===== src/rtl/core/rgbab_pkg.sv =====
// Shared types and constants for the RGB555 alpha blend pixel block.
// No dependencies; used by every module in rtl/core.
`timescale 1ns / 1ps

package rgbab_pkg;

    // Field widths fixed by the pixel format
    localparam int COLOR_W  = 16;
    localparam int ALPHA_W  = 8;
    localparam int SKIP_W   = 7;
    localparam int COPY_W   = 8;
    localparam int CFG_IDX_W  = 8;
    localparam int CFG_DATA_W = 8;

    // Input word layout: src_color, src_alpha, dst_color from bit 0 up
    localparam int S_TDATA_W = 40;
    localparam int M_TDATA_W = 16;

    // Bit 15 marks an opaque pixel
    localparam int OPAQUE_BIT = 15;

    // Configuration register indexes
    localparam logic [CFG_IDX_W-1:0] CFG_SKIP_THRESHOLD = 8'd0;
    localparam logic [CFG_IDX_W-1:0] CFG_COPY_THRESHOLD = 8'd1;

    // Reset values of the configuration registers
    localparam logic [SKIP_W-1:0] SKIP_RESET = 7'd8;
    localparam logic [COPY_W-1:0] COPY_RESET = 8'd128;

    typedef struct packed {
        logic [SKIP_W-1:0] skip_threshold;
        logic [COPY_W-1:0] copy_threshold;
    } cfg_t;

    typedef struct packed {
        logic [COLOR_W-1:0] out_color;
        logic               write_enable;
    } blend_res_t;

endpackage


===== src/rtl/core/rgbab_cfg_regs.sv =====
// Configuration register file: skip and copy thresholds.
// Depends on rgbab_pkg.
`timescale 1ns / 1ps

module rgbab_cfg_regs (
    input  logic                            aclk,
    input  logic                            aresetn,
    input  logic                            cfg_valid,
    output logic                            cfg_ready,
    input  logic [rgbab_pkg::CFG_IDX_W-1:0]  cfg_index,
    input  logic [rgbab_pkg::CFG_DATA_W-1:0] cfg_wdata,
    output rgbab_pkg::cfg_t                 cfg
);

    rgbab_pkg::cfg_t cfg_reg;
    rgbab_pkg::cfg_t cfg_next;

    // Always ready: every write is accepted and registered
    assign cfg_ready = 1'b1;

    // Decode the index; unknown indexes drop the write
    always_comb begin
        cfg_next = cfg_reg;
        if (cfg_valid) begin
            case (cfg_index)
                rgbab_pkg::CFG_SKIP_THRESHOLD: begin
                    cfg_next.skip_threshold = cfg_wdata[rgbab_pkg::SKIP_W-1:0];
                end
                rgbab_pkg::CFG_COPY_THRESHOLD: begin
                    cfg_next.copy_threshold = cfg_wdata[rgbab_pkg::COPY_W-1:0];
                end
                default: begin
                    cfg_next = cfg_reg;
                end
            endcase
        end
    end

    always_ff @(posedge aclk) begin
        if (!aresetn) begin
            cfg_reg.skip_threshold <= rgbab_pkg::SKIP_RESET;
            cfg_reg.copy_threshold <= rgbab_pkg::COPY_RESET;
        end else begin
            cfg_reg <= cfg_next;
        end
    end

    assign cfg = cfg_reg;

endmodule


===== src/rtl/core/rgbab_blend.sv =====
// Combinational blend datapath: decision logic and packed channel mix.
// Depends on rgbab_pkg.
`timescale 1ns / 1ps

module rgbab_blend #(
    parameter int ALPHA_BITS = 8
) (
    input  rgbab_pkg::cfg_t                  cfg,
    input  logic [rgbab_pkg::COLOR_W-1:0]    src_color,
    input  logic [rgbab_pkg::ALPHA_W-1:0]    src_alpha,
    input  logic [rgbab_pkg::COLOR_W-1:0]    dst_color,
    output rgbab_pkg::blend_res_t            res
);

    localparam int PROD_W = 32;
    localparam logic [8:0] MAX_ALPHA = 9'((1 << ALPHA_BITS) - 1);
    localparam logic signed [PROD_W-1:0] ALPHA_HALF = PROD_W'(1 << (ALPHA_BITS - 1));

    logic [20:0]              sbr;
    logic [20:0]              dbr;
    logic [9:0]               sg;
    logic [9:0]               dg;
    logic signed [21:0]       diff_br;
    logic signed [10:0]       diff_g;
    logic signed [PROD_W-1:0] alpha_ext;
    logic signed [PROD_W-1:0] prod_br;
    logic signed [PROD_W-1:0] prod_g;
    logic signed [PROD_W-1:0] mix_br;
    logic signed [PROD_W-1:0] mix_g;
    logic [15:0]              blend_color;
    logic                     pass_skip;
    logic                     in_window;
    logic                     do_copy;

    // Pack red at bits 0-4 and blue at bits 16-20; green stays at 5-9
    assign sbr = {src_color[14:10], 11'd0, src_color[4:0]};
    assign dbr = {dst_color[14:10], 11'd0, dst_color[4:0]};
    assign sg  = {src_color[9:5], 5'd0};
    assign dg  = {dst_color[9:5], 5'd0};

    assign diff_br = $signed({1'b0, sbr}) - $signed({1'b0, dbr});
    assign diff_g  = $signed({1'b0, sg}) - $signed({1'b0, dg});

    assign alpha_ext = $signed({{(PROD_W-rgbab_pkg::ALPHA_W){1'b0}}, src_alpha});

    // Scale the difference, round, floor-shift and add back the destination
    assign prod_br = PROD_W'(diff_br) * alpha_ext;
    assign prod_g  = PROD_W'(diff_g) * alpha_ext;

    assign mix_br = ((prod_br + ALPHA_HALF) >>> ALPHA_BITS)
                  + $signed({{(PROD_W-21){1'b0}}, dbr});
    assign mix_g  = ((prod_g + ALPHA_HALF) >>> ALPHA_BITS)
                  + $signed({{(PROD_W-10){1'b0}}, dg});

    // Unpack; carries between packed fields are kept as they fall
    assign blend_color = {1'b1, mix_br[20:16], mix_g[9:5], mix_br[4:0]};

    // Decisions: skip, blend window, copy
    assign pass_skip = src_alpha >= {1'b0, cfg.skip_threshold};
    assign in_window = dst_color[rgbab_pkg::OPAQUE_BIT]
                    && (({1'b0, src_alpha} + {2'b00, cfg.skip_threshold}) <= MAX_ALPHA);
    assign do_copy   = src_alpha >= cfg.copy_threshold;

    always_comb begin
        res.out_color    = dst_color;
        res.write_enable = 1'b0;
        if (pass_skip) begin
            if (in_window) begin
                res.out_color    = blend_color;
                res.write_enable = 1'b1;
            end else if (do_copy) begin
                res.out_color    = src_color;
                res.out_color[rgbab_pkg::OPAQUE_BIT] = 1'b1;
                res.write_enable = 1'b1;
            end
        end
    end

endmodule


===== src/rtl/core/rgb555_alpha_blend_pixel.sv =====
// RGB555 alpha blend pixel: top level with input and result registers.
// Path: input register, then one multiply, round and add, then result register.
// Throughput: one word per cycle while downstream is ready.
// Both stages hold under back-pressure; s_tready follows the downstream slot.
// Reset (aresetn low, synchronous) empties both stages and loads
// skip_threshold = 8, copy_threshold = 128. Depends on rgbab_pkg,
// rgbab_cfg_regs and rgbab_blend.
`timescale 1ns / 1ps

module rgb555_alpha_blend_pixel #(
    parameter int ALPHA_BITS = 8
) (
    input  logic                               aclk,
    input  logic                               aresetn,
    // src_color [15:0], src_alpha [23:16], dst_color [39:24]
    input  logic [rgbab_pkg::S_TDATA_W-1:0]    s_tdata,
    input  logic                               s_tvalid,
    output logic                               s_tready,
    // out_color [15:0]
    output logic [rgbab_pkg::M_TDATA_W-1:0]    m_tdata,
    // write_enable [0]
    output logic                               m_tuser,
    output logic                               m_tvalid,
    input  logic                               m_tready,
    input  logic                               cfg_valid,
    output logic                               cfg_ready,
    input  logic [rgbab_pkg::CFG_IDX_W-1:0]     cfg_index,
    input  logic [rgbab_pkg::CFG_DATA_W-1:0]    cfg_wdata
);

    rgbab_pkg::cfg_t       cfg;
    rgbab_pkg::blend_res_t res;

    logic                              in_valid_reg;
    logic                              in_valid_next;
    logic [rgbab_pkg::S_TDATA_W-1:0]   in_data_reg;
    logic                              out_valid_reg;
    logic                              out_valid_next;
    rgbab_pkg::blend_res_t             out_res_reg;
    logic                              out_load;
    logic                              in_load;

    rgbab_cfg_regs u_cfg (
        .aclk      (aclk),
        .aresetn   (aresetn),
        .cfg_valid (cfg_valid),
        .cfg_ready (cfg_ready),
        .cfg_index (cfg_index),
        .cfg_wdata (cfg_wdata),
        .cfg       (cfg)
    );

    rgbab_blend #(
        .ALPHA_BITS (ALPHA_BITS)
    ) u_blend (
        .cfg       (cfg),
        .src_color (in_data_reg[15:0]),
        .src_alpha (in_data_reg[23:16]),
        .dst_color (in_data_reg[39:24]),
        .res       (res)
    );

    // Result slot frees when empty or taken downstream
    assign out_load = in_valid_reg && (!out_valid_reg || m_tready);
    assign s_tready = !in_valid_reg || out_load;
    assign in_load  = s_tvalid && s_tready;

    // Advance valid flags through both stages
    always_comb begin
        in_valid_next = in_valid_reg;
        if (in_load) begin
            in_valid_next = 1'b1;
        end else if (out_load) begin
            in_valid_next = 1'b0;
        end
        out_valid_next = out_valid_reg;
        if (out_load) begin
            out_valid_next = 1'b1;
        end else if (m_tready) begin
            out_valid_next = 1'b0;
        end
    end

    always_ff @(posedge aclk) begin
        if (!aresetn) begin
            in_valid_reg  <= 1'b0;
            out_valid_reg <= 1'b0;
        end else begin
            in_valid_reg  <= in_valid_next;
            out_valid_reg <= out_valid_next;
        end
    end

    // Payload registers: load on transfer, hold otherwise
    always_ff @(posedge aclk) begin
        if (in_load) begin
            in_data_reg <= s_tdata;
        end
        if (out_load) begin
            out_res_reg <= res;
        end
    end

    assign m_tvalid = out_valid_reg;
    assign m_tdata  = out_res_reg.out_color;
    assign m_tuser  = out_res_reg.write_enable;

endmodule


===== config.mk =====
export PLATFORM = sky130hd
export DESIGN_NAME = rgb555_alpha_blend_pixel
export DESIGN_NICKNAME = d
export VERILOG_FILES = /design/src/rtl/core/rgbab_pkg.sv /design/src/rtl/core/rgbab_cfg_regs.sv /design/src/rtl/core/rgbab_blend.sv /design/src/rtl/core/rgb555_alpha_blend_pixel.sv
export SDC_FILE = /design/constraint.sdc
export NUM_CORES = 1
export LEC_CHECK = 0
export ABC_AREA = 1
export BUFFER_PORTS_ARGS = -buffer_cell sky130_fd_sc_hd__buf_2
export CORE_MARGIN = 2
export CORE_UTILIZATION = 35
export CTS_CLUSTER_DIAMETER = 200
export DETAILED_ROUTE_END_ITERATION = 8
export PLACE_DENSITY = 0.51
export SKIP_CTS_REPAIR_TIMING = 1
export SYNTH_ARGS = -nofsm -noshare
export SYNTH_HDL_FRONTEND = slang
export SYNTH_SLANG_ARGS = --single-unit

===== constraint.sdc =====
create_clock -name aclk -period 20.4 [get_ports aclk]
set_clock_uncertainty 0.05 [all_clocks]
set_input_delay 2.04 -clock aclk [delete_from_list [all_inputs] [get_ports aclk]]
set_output_delay 2.04 -clock aclk [all_outputs]
set_load 0.05 [all_outputs]

==> results_tabular.tex <==
\begin{tabular}{lr}
\hline
Metric & Value \\
\hline
\multicolumn{2}{l}{\textbf{Die}} \\
Ports placed on the boundary & 81 \\
Width of the die & 186 µm \\
Starting utilization of the core area & 35.6\% \\
Std cell rows & 66 \\
Area of the die & 34600 µm² \\
Core outline area & 32600 µm² \\
Die Height & 186 µm \\
\multicolumn{2}{l}{\textbf{Timing}} \\
Final period util & 41.5\% \\
Unrepaired setup endpoints after global routing & no \\
Worst rel slew slack & 48.7\% \\
Endpoints failing setup & 0 \\
Time the final worst path needs with I/O delays and setup & 8.46 ns \\
Maximum clock frequency & 118 MHz \\
Pins Over Slew Limit & 0 \\
Worst slew pin tran & 0.765 ns \\
Total count of hold-check failures in the final report & 0 \\
Total Negative Setup Slacks & 0 ns \\
\multicolumn{2}{l}{\textbf{Detailed routing}} \\
Total number of vias & 8995 \\
Initial DRC count & 428 \\
Post-detailed-route count of antenna-violating nets & 0 \\
Total routed wirelength & 29800 µm \\
Post-detailed-route wirelength per cell & 15.7 µm \\
Vias per cell & 4.72 \\
Remaining routing DRC violations & 0 \\
Number of search-and-repair iterations in the first detailed-routing pass & 5 \\
\multicolumn{2}{l}{\textbf{Yosys}} \\
Post-synthesis average cell area & 8.41 µm² \\
Post-synth cell types & 44 \\
Synthesized instance count & 1379 \\
Post-Synth Simple-Gate Area & 16.2\% \\
Adder and majority gate portion of the synthesized area & 44.0\% \\
Portion of netlist area occupied by mux cells & 0\% \\
Most repeated cell in the gate-level netlist after synthesis & sky130\_fd\_sc\_hd\_\_inv\_1 \\
Synth Flop Type & sky130\_fd\_sc\_hd\_\_edfxtp\_1 \\
Share of the synthesized area in the top cell type & 28.0\% \\
Parity-gate share of the synthesized area counting xor and xnor cells & 3.40\% \\
Combined area of all synthesized cells & 11600 µm² \\
Post-synthesis compound-gate area fraction & 7.21\% \\
Count of state elements after synthesis & 73 \\
Share of synthesized area occupied by flip-flops and latches & 17.4\% \\
Yosys top cell by area & sky130\_fd\_sc\_hd\_\_fa\_1 \\
Number of enable flip-flop cells after synthesis & 56 \\
Largest family of logic cells by synthesized area & adder cells \\
Yosys warns & 0 \\
Top post-synthesis cells by area & sky130\_fd\_sc\_hd\_\_fa\_1 28\%, sky130\_fd\_sc\_hd\_\_ha\_1 16\%, sky130\_fd\_sc\_hd\_\_edfxtp\_1 14\% \\
Synthesized Nets & 1751 \\
Most numerous cell types in the synthesized netlist & 328 x sky130\_fd\_sc\_hd\_\_inv\_1, 225 x sky130\_fd\_sc\_hd\_\_nand2\_1, 162 x sky130\_fd\_sc\_hd\_\_fa\_1, 149 x sky130\_fd\_sc\_hd\_\_ha\_1, 122 x sky130\_fd\_sc\_hd\_\_nor2\_1 \\
Share of flip-flops with an asynchronous set or reset & 0\% \\
\multicolumn{2}{l}{\textbf{Hold path}} \\
Worst min-delay path startpoint & u\_cfg.cfg[0] \\
Endpoint, Worst Hold & u\_cfg.cfg[0] \\
Classification of the worst-slack hold path & reg2reg \\
Hold Path Depth & 2 \\
\multicolumn{2}{l}{\textbf{Setup path}} \\
Worst path arrival time & 8.49 ns \\
Worst reg-to-reg path cell count & 40 \\
Element type at the critical path start & flip-flop \\
Kind of end point of the critical path & flip-flop \\
Reg2Reg Capture Point & m\_tdata[14] \\
Data required time of the worst path & 20.44 ns \\
Reg2reg start & in\_data\_reg[24] \\
Highest cell delay on the worst timing path & 0.52 ns \\
Register-to-register setup slack & 11.94 ns \\
CP max FO & 6 \\
Worst setup path category & reg2reg \\
Crit-path slowest cell & sky130\_fd\_sc\_hd\_\_fa\_1 \\
\multicolumn{2}{l}{\textbf{Clocking}} \\
CTS tree & yes \\
Root buffer selected by CTS & sky130\_fd\_sc\_hd\_\_clkbuf\_16 \\
CTS clk-pin slew, worst paths & 0.06 ns \\
Clock buffer count from CTS & 9 \\
Clk\_lat worst skew & 0.34 ns \\
Worst-case clock buffer depth & 2 \\
Number of sinks handled by clock tree synthesis & 73 \\
H-tree levels & 3 \\
\multicolumn{2}{l}{\textbf{Flow run}} \\
Max-cap viol count & 0 \\
\multicolumn{2}{l}{\textbf{Global routing}} \\
First-pass GRT wire length & 49500 µm \\
GR Util All Layers & 18.7\% \\
Antenna violations before repair & 1 \\
GR Overflow Total & 0 \\
Largest net degree at the start of global routing & 40 \\
Via count of the first global-routing pass & 9560 \\
\multicolumn{2}{l}{\textbf{Finish}} \\
Area grow syn2layout & 10.3\% \\
Fraction of layout instances using a drive strength above 1 & 8.96\% \\
ANT cells & 0 \\
Nets & 1829 \\
Flip-flop count of the largest register after layout & 39 \\
\multicolumn{2}{l}{\textbf{Placement}} \\
GPL Wtd Cong & 0.862 \\
Half-perimeter wire length after detailed placement & 25300 µm \\
Number of buffer cells added on primary ports & 78 \\
\multicolumn{2}{l}{\textbf{Status}} \\
Run status & finished, final reports clean \\
\hline
\end{tabular}
## critical path: cells and delay by family, from the launching register on
family	cells	cell delay [ns]
AOI/OAI and AO/OA	9	1.58
DFF	1	0.41
xor gates and xnor gates	1	0.20
adders and majority gates	9	3.63
buffers and inverters	6	0.66
and+or+nand+nor	15	1.67
## how the worst max path moves through the flow
stage,start,endpoint,slack (ns),cells after the start
3_5_place_dp,in_data_reg[24],m_tdata[14],11.99,40
4_1_cts,in_data_reg[24],m_tdata[14],11.96,40
6_report,in_data_reg[24],m_tdata[14],11.94,40
2_1_floorplan,in_data_reg[24],m_tdata[14],12.98,37
5_1_grt,in_data_reg[24],m_tdata[14],11.26,40
3_3_place_gp,in_data_reg[24],m_tdata[14],12.06,40
## final cells by class
type | count | area [µm²]
Timing Repair Buffer | 86 | 450
Tap cell | 442 | 553
Clock inverter | 6 | 41.3
Multi-Input combinational cell | 948 | 8230
Fill cell | 3388 | 19800
Clock buffer | 10 | 229
Inverter | 339 | 1270
Sequential cell | 73 | 2020
## per-stage QoR
step | instances | utilization (%) | cell area (µm²) | hold WS, ns | worst slack (ns)
detailed placement | 1888 | 38.4 | 12500 | 0.399 | 11.99
global route | 1904 | 39.2 | 12800 | 0.429 | 11.26
floorplan | 1379 | - | 11600 | 0.377 | 12.98
finish | 1904 | 39.2 | 12800 | 0.408 | 11.94
CTS | 1904 | 39.2 | 12800 | 0.414 | 11.96
global placement | 1888 | 38.4 | 12500 | 0.392 | 12.06
## kinds of logic after synthesis
kind of cell / after synthesis
other: 1
buffers and inverters: 358
and+or+nand+nor: 444
AOI/OAI and AO/OA: 147
adders and majority gates: 311
xor gates and xnor gates: 45
DFF: 73
## cells in the final DEF, fill, tap and decap left out, types with 5 or more instances in the layout
cell | netlist | final
sky130_fd_sc_hd__or2_2 | 5 | 5
sky130_fd_sc_hd__xor2_1 | 18 | 18
sky130_fd_sc_hd__a21oi_1 | 73 | 72
sky130_fd_sc_hd__o22ai_1 | 5 | 5
sky130_fd_sc_hd__o21ai_0 | 34 | 34
sky130_fd_sc_hd__nand2_1 | 225 | 225
sky130_fd_sc_hd__buf_2 | 1 | 78
sky130_fd_sc_hd__a221oi_1 | 5 | 5
sky130_fd_sc_hd__dfxtp_1 | 17 | 17
sky130_fd_sc_hd__inv_1 | 328 | 328
sky130_fd_sc_hd__nand3_1 | 39 | 39
sky130_fd_sc_hd__buf_4 | 2 | 8
sky130_fd_sc_hd__xnor2_1 | 27 | 27
sky130_fd_sc_hd__nor3_1 | 14 | 14
sky130_fd_sc_hd__nor2_1 | 122 | 122
sky130_fd_sc_hd__inv_2 | 8 | 8
sky130_fd_sc_hd__o211ai_1 | 6 | 6
sky130_fd_sc_hd__clkbuf_16 | 0 | 9
sky130_fd_sc_hd__fa_1 | 162 | 162
sky130_fd_sc_hd__nand4_1 | 12 | 12
sky130_fd_sc_hd__ha_1 | 149 | 149
sky130_fd_sc_hd__edfxtp_1 | 56 | 56
sky130_fd_sc_hd__nand3b_1 | 6 | 6
## metal layers
metal  track usage [%]  up-vias  routed length, µm
met5                 0        -                  0
met4              3.43        0                375
met3              2.25       29               1310
met2              33.0      198              14600
met1              24.9     4335              13600
li1                  -     4433                  -
Power is left out: the tool's default activity adds up to more than one toggle a clock period on the data nets, which glitch-free logic cannot reach.
